`src/rtl/core/obm_pkg.sv`:
```
`default_nettype none

package obm_pkg;

  localparam int unsigned TICK_W = 10;

  // Register indexes on the configuration port.
  typedef enum logic [2:0] {
    CFG_RESET_LOW     = 3'd0,
    CFG_PRES_WAIT     = 3'd1,
    CFG_PRES_LOW      = 3'd2,
    CFG_WRITE_SLOT    = 3'd3,
    CFG_READ_SAMPLE   = 3'd4,
    CFG_READ_TAIL     = 3'd5
  } cfg_idx_e;

  // Command codes; code 3 means nothing and is ignored.
  typedef enum logic [1:0] {
    OP_RESET = 2'd0,
    OP_WRITE = 2'd1,
    OP_READ  = 2'd2
  } op_e;

  localparam logic KIND_CMD  = 1'b0;
  localparam logic KIND_TICK = 1'b1;

  localparam logic [9:0] RST_LOW_DEFAULT     = 10'd750;
  localparam logic [7:0] PRES_WAIT_DEFAULT   = 8'd200;
  localparam logic [7:0] PRES_LOW_DEFAULT    = 8'd240;
  localparam logic [6:0] WRITE_SLOT_DEFAULT  = 7'd60;
  localparam logic [5:0] READ_SAMPLE_DEFAULT = 6'd8;
  localparam logic [6:0] READ_TAIL_DEFAULT   = 7'd60;

  localparam logic [TICK_W-1:0] RELEASE_WAIT_TICKS = TICK_W'(15);
  localparam logic [TICK_W-1:0] WRITE_LOW_TICKS    = TICK_W'(1);
  localparam logic [TICK_W-1:0] READ_LOW_TICKS     = TICK_W'(2);
  localparam logic [2:0]        LAST_BIT           = 3'd7;

  typedef struct packed {
    logic [9:0] reset_low_ticks;
    logic [7:0] presence_wait_limit;
    logic [7:0] presence_low_limit;
    logic [6:0] write_slot_ticks;
    logic [5:0] read_sample_ticks;
    logic [6:0] read_tail_ticks;
  } cfg_t;

  typedef struct packed {
    logic       kind;
    logic [1:0] op;
    logic [7:0] tx_byte;
    logic       line_level;
  } item_t;

  typedef struct packed {
    logic       line_drive;
    logic       busy_res;
    logic       done_res;
    logic [7:0] rx_byte;
    logic       no_presence;
  } result_t;

endpackage

`default_nettype wire

```
`src/rtl/core/obm_cfg_regs.sv`:
```
`default_nettype none

module obm_cfg_regs
  import obm_pkg::*;
(
  input  wire logic       clk_i,
  input  wire logic       rst_ni,
  input  wire logic       wr_en_i,
  input  wire logic [2:0] wr_index_i,
  input  wire logic [9:0] wr_data_i,
  output cfg_t            cfg_o
);

  cfg_t cfg_q;

  always_ff @(posedge clk_i or negedge rst_ni) begin
    if (!rst_ni) begin
      cfg_q.reset_low_ticks     <= RST_LOW_DEFAULT;
      cfg_q.presence_wait_limit <= PRES_WAIT_DEFAULT;
      cfg_q.presence_low_limit  <= PRES_LOW_DEFAULT;
      cfg_q.write_slot_ticks    <= WRITE_SLOT_DEFAULT;
      cfg_q.read_sample_ticks   <= READ_SAMPLE_DEFAULT;
      cfg_q.read_tail_ticks     <= READ_TAIL_DEFAULT;
    end else if (wr_en_i) begin
      case (wr_index_i)
        CFG_RESET_LOW:   cfg_q.reset_low_ticks     <= wr_data_i;
        CFG_PRES_WAIT:   cfg_q.presence_wait_limit <= wr_data_i[7:0];
        CFG_PRES_LOW:    cfg_q.presence_low_limit  <= wr_data_i[7:0];
        CFG_WRITE_SLOT:  cfg_q.write_slot_ticks    <= wr_data_i[6:0];
        CFG_READ_SAMPLE: cfg_q.read_sample_ticks   <= wr_data_i[5:0];
        CFG_READ_TAIL:   cfg_q.read_tail_ticks     <= wr_data_i[6:0];
        default: ;
      endcase
    end
  end

  assign cfg_o = cfg_q;

endmodule

`default_nettype wire

```
`src/rtl/core/obm_seq.sv`:
```
`default_nettype none

module obm_seq
  import obm_pkg::*;
(
  input  wire logic  clk_i,
  input  wire logic  rst_ni,
  input  wire logic  step_i,
  input  item_t      item_i,
  input  cfg_t       cfg_i,
  output result_t    res_o
);

  typedef enum logic [3:0] {
    PH_IDLE,
    PH_RST_LOW,
    PH_RST_WAIT,
    PH_PRES_HIGH,
    PH_PRES_LOW,
    PH_WR_LOW,
    PH_WR_BIT,
    PH_RD_LOW,
    PH_RD_WAIT,
    PH_RD_TAIL
  } phase_e;

  phase_e              ph_q, ph_d;
  op_e                 op_q, op_d;
  logic [TICK_W-1:0]   tc_q, tc_d, tc_inc, lim;
  logic [2:0]          bit_q, bit_d;
  logic [7:0]          shift_q, shift_d;
  logic [7:0]          rx_q, rx_d;
  logic                fail_q, fail_d;
  logic                hit, done, drive;

  assign tc_inc = tc_q + TICK_W'(1);

  // Limit of the running phase; a limit of zero is met at once.
  always_comb begin
    case (ph_q)
      PH_RST_LOW:   lim = cfg_i.reset_low_ticks;
      PH_RST_WAIT:  lim = RELEASE_WAIT_TICKS;
      PH_PRES_HIGH: lim = TICK_W'(cfg_i.presence_wait_limit);
      PH_PRES_LOW:  lim = TICK_W'(cfg_i.presence_low_limit);
      PH_WR_LOW:    lim = WRITE_LOW_TICKS;
      PH_WR_BIT:    lim = TICK_W'(cfg_i.write_slot_ticks);
      PH_RD_LOW:    lim = READ_LOW_TICKS;
      PH_RD_WAIT:   lim = TICK_W'(cfg_i.read_sample_ticks);
      PH_RD_TAIL:   lim = TICK_W'(cfg_i.read_tail_ticks);
      default:      lim = '0;
    endcase
  end

  assign hit = (tc_inc >= lim);

  always_comb begin
    ph_d    = ph_q;
    op_d    = op_q;
    tc_d    = tc_q;
    bit_d   = bit_q;
    shift_d = shift_q;
    rx_d    = rx_q;
    fail_d  = fail_q;
    done    = 1'b0;

    if (item_i.kind == KIND_CMD) begin
      if (ph_q == PH_IDLE) begin
        case (item_i.op)
          OP_RESET: begin
            op_d  = OP_RESET;
            bit_d = '0;
            tc_d  = '0;
            ph_d  = PH_RST_LOW;
          end
          OP_WRITE: begin
            op_d    = OP_WRITE;
            bit_d   = '0;
            tc_d    = '0;
            shift_d = item_i.tx_byte;
            ph_d    = PH_WR_LOW;
          end
          OP_READ: begin
            op_d    = OP_READ;
            bit_d   = '0;
            tc_d    = '0;
            shift_d = '0;
            ph_d    = PH_RD_LOW;
          end
          default: ;
        endcase
      end
    end else begin
      case (ph_q)
        PH_RST_LOW, PH_RST_WAIT, PH_WR_LOW, PH_RD_LOW: begin
          tc_d = tc_inc;
          if (hit) begin
            tc_d = '0;
            case (ph_q)
              PH_RST_LOW:  ph_d = PH_RST_WAIT;
              PH_RST_WAIT: ph_d = PH_PRES_HIGH;
              PH_WR_LOW:   ph_d = PH_WR_BIT;
              default:     ph_d = PH_RD_WAIT;
            endcase
          end
        end
        PH_PRES_HIGH: begin
          if (item_i.line_level) begin
            tc_d = tc_inc;
            if (hit) begin
              fail_d = 1'b1;
              done   = 1'b1;
            end
          end else begin
            // The first low tick already counts toward the low limit.
            ph_d = PH_PRES_LOW;
            tc_d = TICK_W'(1);
            if (TICK_W'(cfg_i.presence_low_limit) <= TICK_W'(1)) begin
              fail_d = 1'b1;
              done   = 1'b1;
            end
          end
        end
        PH_PRES_LOW: begin
          if (!item_i.line_level) begin
            tc_d = tc_inc;
            if (hit) begin
              fail_d = 1'b1;
              done   = 1'b1;
            end
          end else begin
            fail_d = 1'b0;
            done   = 1'b1;
          end
        end
        PH_WR_BIT: begin
          tc_d = tc_inc;
          if (hit) begin
            shift_d = {1'b0, shift_q[7:1]};
            if (bit_q == LAST_BIT) begin
              done = 1'b1;
            end else begin
              bit_d = bit_q + 3'd1;
              tc_d  = '0;
              ph_d  = PH_WR_LOW;
            end
          end
        end
        PH_RD_WAIT: begin
          tc_d = tc_inc;
          if (hit) begin
            shift_d = {item_i.line_level, shift_q[7:1]};
            tc_d    = '0;
            ph_d    = PH_RD_TAIL;
          end
        end
        PH_RD_TAIL: begin
          tc_d = tc_inc;
          if (hit) begin
            if (bit_q == LAST_BIT) begin
              rx_d = shift_q;
              done = 1'b1;
            end else begin
              bit_d = bit_q + 3'd1;
              tc_d  = '0;
              ph_d  = PH_RD_LOW;
            end
          end
        end
        default: ;
      endcase
      if (done) begin
        ph_d = PH_IDLE;
        tc_d = '0;
      end
    end
  end

  // Line drive for the coming microsecond follows the new phase.
  always_comb begin
    case (ph_d)
      PH_RST_LOW, PH_WR_LOW, PH_RD_LOW: drive = 1'b0;
      PH_WR_BIT:                        drive = shift_d[0];
      default:                          drive = 1'b1;
    endcase
  end

  always_ff @(posedge clk_i or negedge rst_ni) begin
    if (!rst_ni) begin
      ph_q    <= PH_IDLE;
      op_q    <= OP_RESET;
      tc_q    <= '0;
      bit_q   <= '0;
      shift_q <= '0;
      rx_q    <= '0;
      fail_q  <= 1'b0;
    end else if (step_i) begin
      ph_q    <= ph_d;
      op_q    <= op_d;
      tc_q    <= tc_d;
      bit_q   <= bit_d;
      shift_q <= shift_d;
      rx_q    <= rx_d;
      fail_q  <= fail_d;
    end
  end

  assign res_o.line_drive  = drive;
  assign res_o.busy_res    = (ph_d != PH_IDLE);
  assign res_o.done_res    = done;
  assign res_o.rx_byte     = rx_d;
  assign res_o.no_presence = fail_d;

  a_done_goes_idle: assert property (@(posedge clk_i) disable iff (!rst_ni)
    step_i && done |=> ph_q == PH_IDLE)
    else $error("finished operation did not return to idle");

  a_write_phase_op: assert property (@(posedge clk_i) disable iff (!rst_ni)
    (ph_q == PH_WR_LOW || ph_q == PH_WR_BIT) |-> op_q == OP_WRITE)
    else $error("write slot running without a write command");

  a_read_phase_op: assert property (@(posedge clk_i) disable iff (!rst_ni)
    (ph_q == PH_RD_LOW || ph_q == PH_RD_WAIT || ph_q == PH_RD_TAIL)
    |-> op_q == OP_READ)
    else $error("read slot running without a read command");

  a_idle_tick_stays: assert property (@(posedge clk_i) disable iff (!rst_ni)
    step_i && ph_q == PH_IDLE && item_i.kind == KIND_TICK |=> ph_q == PH_IDLE)
    else $error("tick while idle started an operation");

endmodule

`default_nettype wire

```
`src/rtl/core/onewire_bus_master_unit.sv`:
```
// One-wire bus master.
// The input channel takes words that are either a command (kind 0: op 0 bus
// reset with presence check, op 1 write tx_byte, op 2 read a byte) or a
// one-microsecond tick (kind 1) that carries the sampled bus level. Every
// accepted word yields exactly one result word on the output channel: the
// line drive for the coming microsecond, busy and done flags, the byte of
// the last completed read and the presence status of the last bus reset.
// A command that arrives while an operation runs, or carries op code 3, is
// ignored but still answered with a status word.
// Timing registers are written through the configuration port, by index in
// the order reset_low, presence_wait, presence_low, write_slot, read_sample,
// read_tail; writes are taken in any cycle and should be made while idle.
// A word accepted into the input register is processed by the sequencer once
// the output register is empty or being drained, and its result is then
// registered in the output register. Throughput is one word per cycle while
// the receiver takes every result, with one sequencer step per word between
// the two registers. When the receiver stalls, the output register holds its
// word and the input register takes one more word before input ready drops.
// Reset idles the sequencer, clears rx_byte and the presence flag, and loads
// the register defaults.
`default_nettype none

module onewire_bus_master_unit
  import obm_pkg::*;
(
  input  wire logic       clk_i,
  input  wire logic       rst_ni,

  input  wire logic       in_valid_i,
  output logic            in_ready_o,
  input  wire logic       kind_i,
  input  wire logic [1:0] op_i,
  input  wire logic [7:0] tx_byte_i,
  input  wire logic       line_level_i,

  output logic            out_valid_o,
  input  wire logic       out_ready_i,
  output logic            line_drive_o,
  output logic            busy_res_o,
  output logic            done_res_o,
  output logic [7:0]      rx_byte_o,
  output logic            no_presence_o,

  input  wire logic       cfg_valid_i,
  output logic            cfg_ready_o,
  input  wire logic [2:0] cfg_index_i,
  input  wire logic [9:0] cfg_data_i
);

  cfg_t    cfg;
  item_t   in_item_q;
  logic    in_valid_q;
  result_t res, out_res_q;
  logic    out_valid_q;
  logic    advance;

  // The configuration port never stalls.
  assign cfg_ready_o = 1'b1;

  obm_cfg_regs u_cfg (
    .clk_i      (clk_i),
    .rst_ni     (rst_ni),
    .wr_en_i    (cfg_valid_i && cfg_ready_o),
    .wr_index_i (cfg_index_i),
    .wr_data_i  (cfg_data_i),
    .cfg_o      (cfg)
  );

  // A held word is processed when the output register is empty or being
  // drained in this cycle.
  assign advance    = in_valid_q && (!out_valid_q || out_ready_i);
  assign in_ready_o = !in_valid_q || advance;

  always_ff @(posedge clk_i or negedge rst_ni) begin
    if (!rst_ni) begin
      in_valid_q <= 1'b0;
    end else if (in_ready_o) begin
      in_valid_q <= in_valid_i;
    end
  end

  always_ff @(posedge clk_i) begin
    if (in_valid_i && in_ready_o) begin
      in_item_q.kind       <= kind_i;
      in_item_q.op         <= op_i;
      in_item_q.tx_byte    <= tx_byte_i;
      in_item_q.line_level <= line_level_i;
    end
  end

  obm_seq u_seq (
    .clk_i  (clk_i),
    .rst_ni (rst_ni),
    .step_i (advance),
    .item_i (in_item_q),
    .cfg_i  (cfg),
    .res_o  (res)
  );

  always_ff @(posedge clk_i or negedge rst_ni) begin
    if (!rst_ni) begin
      out_valid_q <= 1'b0;
    end else if (advance) begin
      out_valid_q <= 1'b1;
    end else if (out_ready_i) begin
      out_valid_q <= 1'b0;
    end
  end

  always_ff @(posedge clk_i) begin
    if (advance) begin
      out_res_q <= res;
    end
  end

  assign out_valid_o   = out_valid_q;
  assign line_drive_o  = out_res_q.line_drive;
  assign busy_res_o    = out_res_q.busy_res;
  assign done_res_o    = out_res_q.done_res;
  assign rx_byte_o     = out_res_q.rx_byte;
  assign no_presence_o = out_res_q.no_presence;

endmodule

`default_nettype wire

```
`config.mk`:
```
export PLATFORM = sky130hd
export DESIGN_NAME = onewire_bus_master_unit
export DESIGN_NICKNAME = d
export VERILOG_FILES = /design/src/rtl/core/obm_pkg.sv /design/src/rtl/core/obm_cfg_regs.sv /design/src/rtl/core/obm_seq.sv /design/src/rtl/core/onewire_bus_master_unit.sv
export SDC_FILE = /design/constraint.sdc
export NUM_CORES = 1
export LEC_CHECK = 0
export BUFFER_PORTS_ARGS = -buffer_cell sky130_fd_sc_hd__buf_2
export CAP_MARGIN = 20
export CORE_MARGIN = 5
export CORE_UTILIZATION = 59
export CTS_CLUSTER_SIZE = 10
export DETAILED_ROUTE_END_ITERATION = 10
export PLACE_DENSITY = 0.88
export SYNTH_ARGS = -nofsm -noshare
export SYNTH_HDL_FRONTEND = slang
export SYNTH_SLANG_ARGS = --single-unit
```
`constraint.sdc`:
```
create_clock -name clk_i -period 4.7 [get_ports clk_i]
set_input_delay 0.47 -clock clk_i [delete_from_list [all_inputs] [get_ports clk_i]]
set_output_delay 0.47 -clock clk_i [all_outputs]
set_load 0.005 [all_outputs]
```
==> impl_metrics.tcl <==
set metrics [dict create \
    synth_top_family_by_area "multiplexers" \
    dieHeight_um 109 \
    cts_tree "done" \
    maxCapViolCount 0 \
    relSlewSlack_pct 31.5 \
    synth_seq_area_share_pct 48.8 \
    hold_end "in_item_q[7]" \
    place_hpwl_um 9250 \
    worstReg2RegStart "u_seq.ph_q[1]" \
    hp-class "input pin to flip-flop" \
    clock-sinks 106 \
    worstSkewPairLatency_ps 390 \
    drtIter0Drc 418 \
    p_leak_nw 2.63 \
    cp_max_fo 16 \
    synth_area_mm2 0.00574 \
    synth-edff-count 24 \
    post-place-cells 654 \
    synth_top_area_share_pct 25.7 \
    cts_buffer_depth 2 \
    hold-path-cell-count 1 \
    grt_max_degree 83 \
    crit_family "simple AND/OR/NAND/NOR gates" \
    final-max-slew-violation-count 0 \
    cts_setup_buffers 0 \
    ys_types 73 \
    h-tree-depth 3 \
    fp-row-count 36 \
    async_flop_share_pct 77.4 \
    grt_pass1_wl_um 21200 \
    period_minus_slack_ps 4280 \
    startpoint_type "flip-flop" \
    ys.flop_type "dfrtp_1" \
    crit_path_max_incr_delay_ps 650 \
    root_buffer "clkbuf_8" \
    synth-xor-area-share_pct 1.22 \
    grt_pass1_vias 4192 \
    vias 4164 \
    die-width_um 109 \
    path_cells "nor2b_1 > nand2_1 > o21ai_0 > a21oi_1 > ha_1 > a21oi_1 > a211oi_2 > or3_4 > nor2_2 > mux2_4 > o32a_1 > or4b_1" \
    ant_nets 0 \
    rsz0062_at_grt "false" \
    yosys.area_share.simple_pct 12.5 \
    drc_errors 0 \
    synth_mux_area_share_pct 17.1 \
    cp.required_ps 4830 \
    stdcell_count 672 \
    globalplace.congestion 0.949 \
    port-buffer-count 43 \
    synth-seq-cells 106 \
    ios 45 \
    hold_viol_final 0 \
    crit_path_top_delay_cell "dfrtp_1" \
    syn_to_final_growth_pct 9.95 \
    clock_skew_ps 13.3 \
    cts_buffers 9 \
    setup_violations 0 \
    wl_per_cell_um 19.0 \
    tightest_slew_ps 1030 \
    cp_common_cell "a21oi_1" \
    fin_nets 580 \
    regToRegSetupSlack_ps 420 \
    grt-ovfl-total 0 \
    synthMostInstantiatedCell "dfrtp_1" \
    start_util_pct 59.5 \
    wirelength_um 12800 \
    syn_area_per_cell_um2 11.6 \
    worstHoldStart "tx_byte_i[6]" \
    worstRegToRegCells 12 \
    drive_gt1_share_pct 33.2 \
    synth_compound_area_share_pct 13.6 \
    track_usage_pct 23.2 \
    arrival_ps 4400 \
    crit_path_end_kind "flip-flop" \
    yosys.area.top_type "dfrtp_1" \
    antenna_found_initial 0 \
    clk_pin_slew_worst_paths_ps 100 \
    diodes 0 \
    worst-path-buf-inv 0 \
    viasPerCell 6.20 \
    powerDensity_mw_per_mm2 487 \
    fmaxAchievable_mhz 234 \
    drtPass1Iterations 6 \
    syn-num-nets 541 \
    r2r_end "busy_res_o" \
    vdd_drop_max_v 0.000297 \
    dieArea_mm2 0.0118 \
    synth_area_leaders "dfrtp_1 26%, edfxtp_1 13%, mux2_2 11%, dfstp_2 11%, mux2_4 4.5%" \
    coreArea_mm2 0.00964 \
    synth_fa_ha_area_share_pct 3.49 \
    synthCells 495 \
    yosysWarnings 0 \
    setup_tns_ps 0 \
    worstSetupPathType "flip-flop to flip-flop" \
    status "finished clean" \
    fin_crit_sh_pct 91.0 \
    synthTopCellsByCount "59 x dfrtp_1, 57 x mux2_2, 33 x nand2_1, 24 x edfxtp_1, 24 x nor2_1" \
]
[routing by layer]
| metal | track usage [%] | vias up | share of wire [%] |
|---|---|---|---|
| li1 | - | 1942 | - |
| met1 | 30.6 | 2055 | 42 |
| met2 | 37.9 | 138 | 50 |
| met3 | 5.37 | 29 | 6.0 |
| met4 | 8.12 | 0 | 2.4 |
| met5 | 0 | - | 0 |
[kinds of logic after synthesis]
| logic type | count (synthesis) |
|---|---|
| flip-flops | 106 |
| adder cells (fa/ha/maj) | 16 |
| XOR/XNOR | 8 |
| other | 1 |
| multiplexers | 82 |
| AO/OA/AOI/OAI | 105 |
| AND/OR/NAND/NOR | 135 |
| buffers and inverters | 42 |
[through the flow]
step                hold slack [ps]  cell area (um2)  util [%]  setup WS (ps)  total power [W]
floorplan                       174             5740         -            860          0.00215
global placement                465             6070      63.0            610          0.00245
detailed placement              477             6070      63.0            512          0.00250
CTS                             230             6270      65.0            449          0.00306
global route                    226             6310      65.4            145          0.00326
finish                          245             6310      65.4            424          0.00307
[cell usage in the layout, fill, tap and decap left out, drive strengths merged, types with 7 or more instances in the layout]
master  synthesis  routed
mux2i           7       7
nand3          10      10
edfxtp         24      24
a21oi          14      14
buf            14      54
nand2b          8       8
nor2           25      25
ha             16      16
nand2          33      33
inv            14      16
nand4           8       8
clkbuf         13      12
mux2           75      75
nor3           16      16
dfstp          23      23
nor2b          12      12
dfrtp          59      59
o21ai          26      26
[where the power goes]
group          switching [W]  internal [W]  total [W]
Sequential          0.000144       0.00113    0.00128
Combinational       0.000729      0.000503    0.00123
Clock               0.000315      0.000244   0.000559
[how the worst max path moves through the flow]
stage               slack [ps]  depth (start not counted)          start            end
finish                     420                         12  u_seq.ph_q[1]     busy_res_o
detailed placement         510                         12  u_seq.ph_q[1]  u_seq.rx_q[6]
CTS                        450                         12  u_seq.ph_q[1]  u_seq.rx_q[6]
global placement           610                         12  u_seq.ph_q[1]  u_seq.rx_q[6]
global route               140                         13  u_seq.ph_q[1]     busy_res_o
floorplan                  860                         14  u_seq.ph_q[3]     busy_res_o
[registers in the layout (all words and copies together), names as in the netlist]
signal and cells:
u_cfg.cfg_o 46, in_item_q 12, u_seq.tc_q 10, rx_byte_o 8, u_seq.rx_q 8, u_seq.shift_q 8
u_seq.ph_q 4, u_seq.bit_q 3, busy_res_o 1, done_res_o 1, in_valid_q 1, line_drive_o 1
no_presence_o 1, out_valid_o 1, u_seq.fail_q 1
[cell type report]
class	count	area, um2
flip-flops and latches	106	2800
fillers	755	3330
clock inverters	4	31.3
repair buffers	55	330
inverters	15	56.3
clock buffers	12	166
multi-input cells	347	2750
well taps	133	166
[worst register-to-register path: cells and delay by family (launching register included)]
family	cells	cell delay, ps
flip-flops	1	650
AO/OA/AOI/OAI	5	820
AND/OR/NAND/NOR	5	1980
multiplexers	1	240
adder cells (fa/ha/maj)	1	340
[timing repair]
| action | in CTS | in global routing |
|---|---|---|
| resized for setup | 0 | 0 |
| hold buffers | 0 | 1 |
| endpoints found under the hold margin | 0 | 7 |
Note: power is estimated with default switching activity, not from simulation.
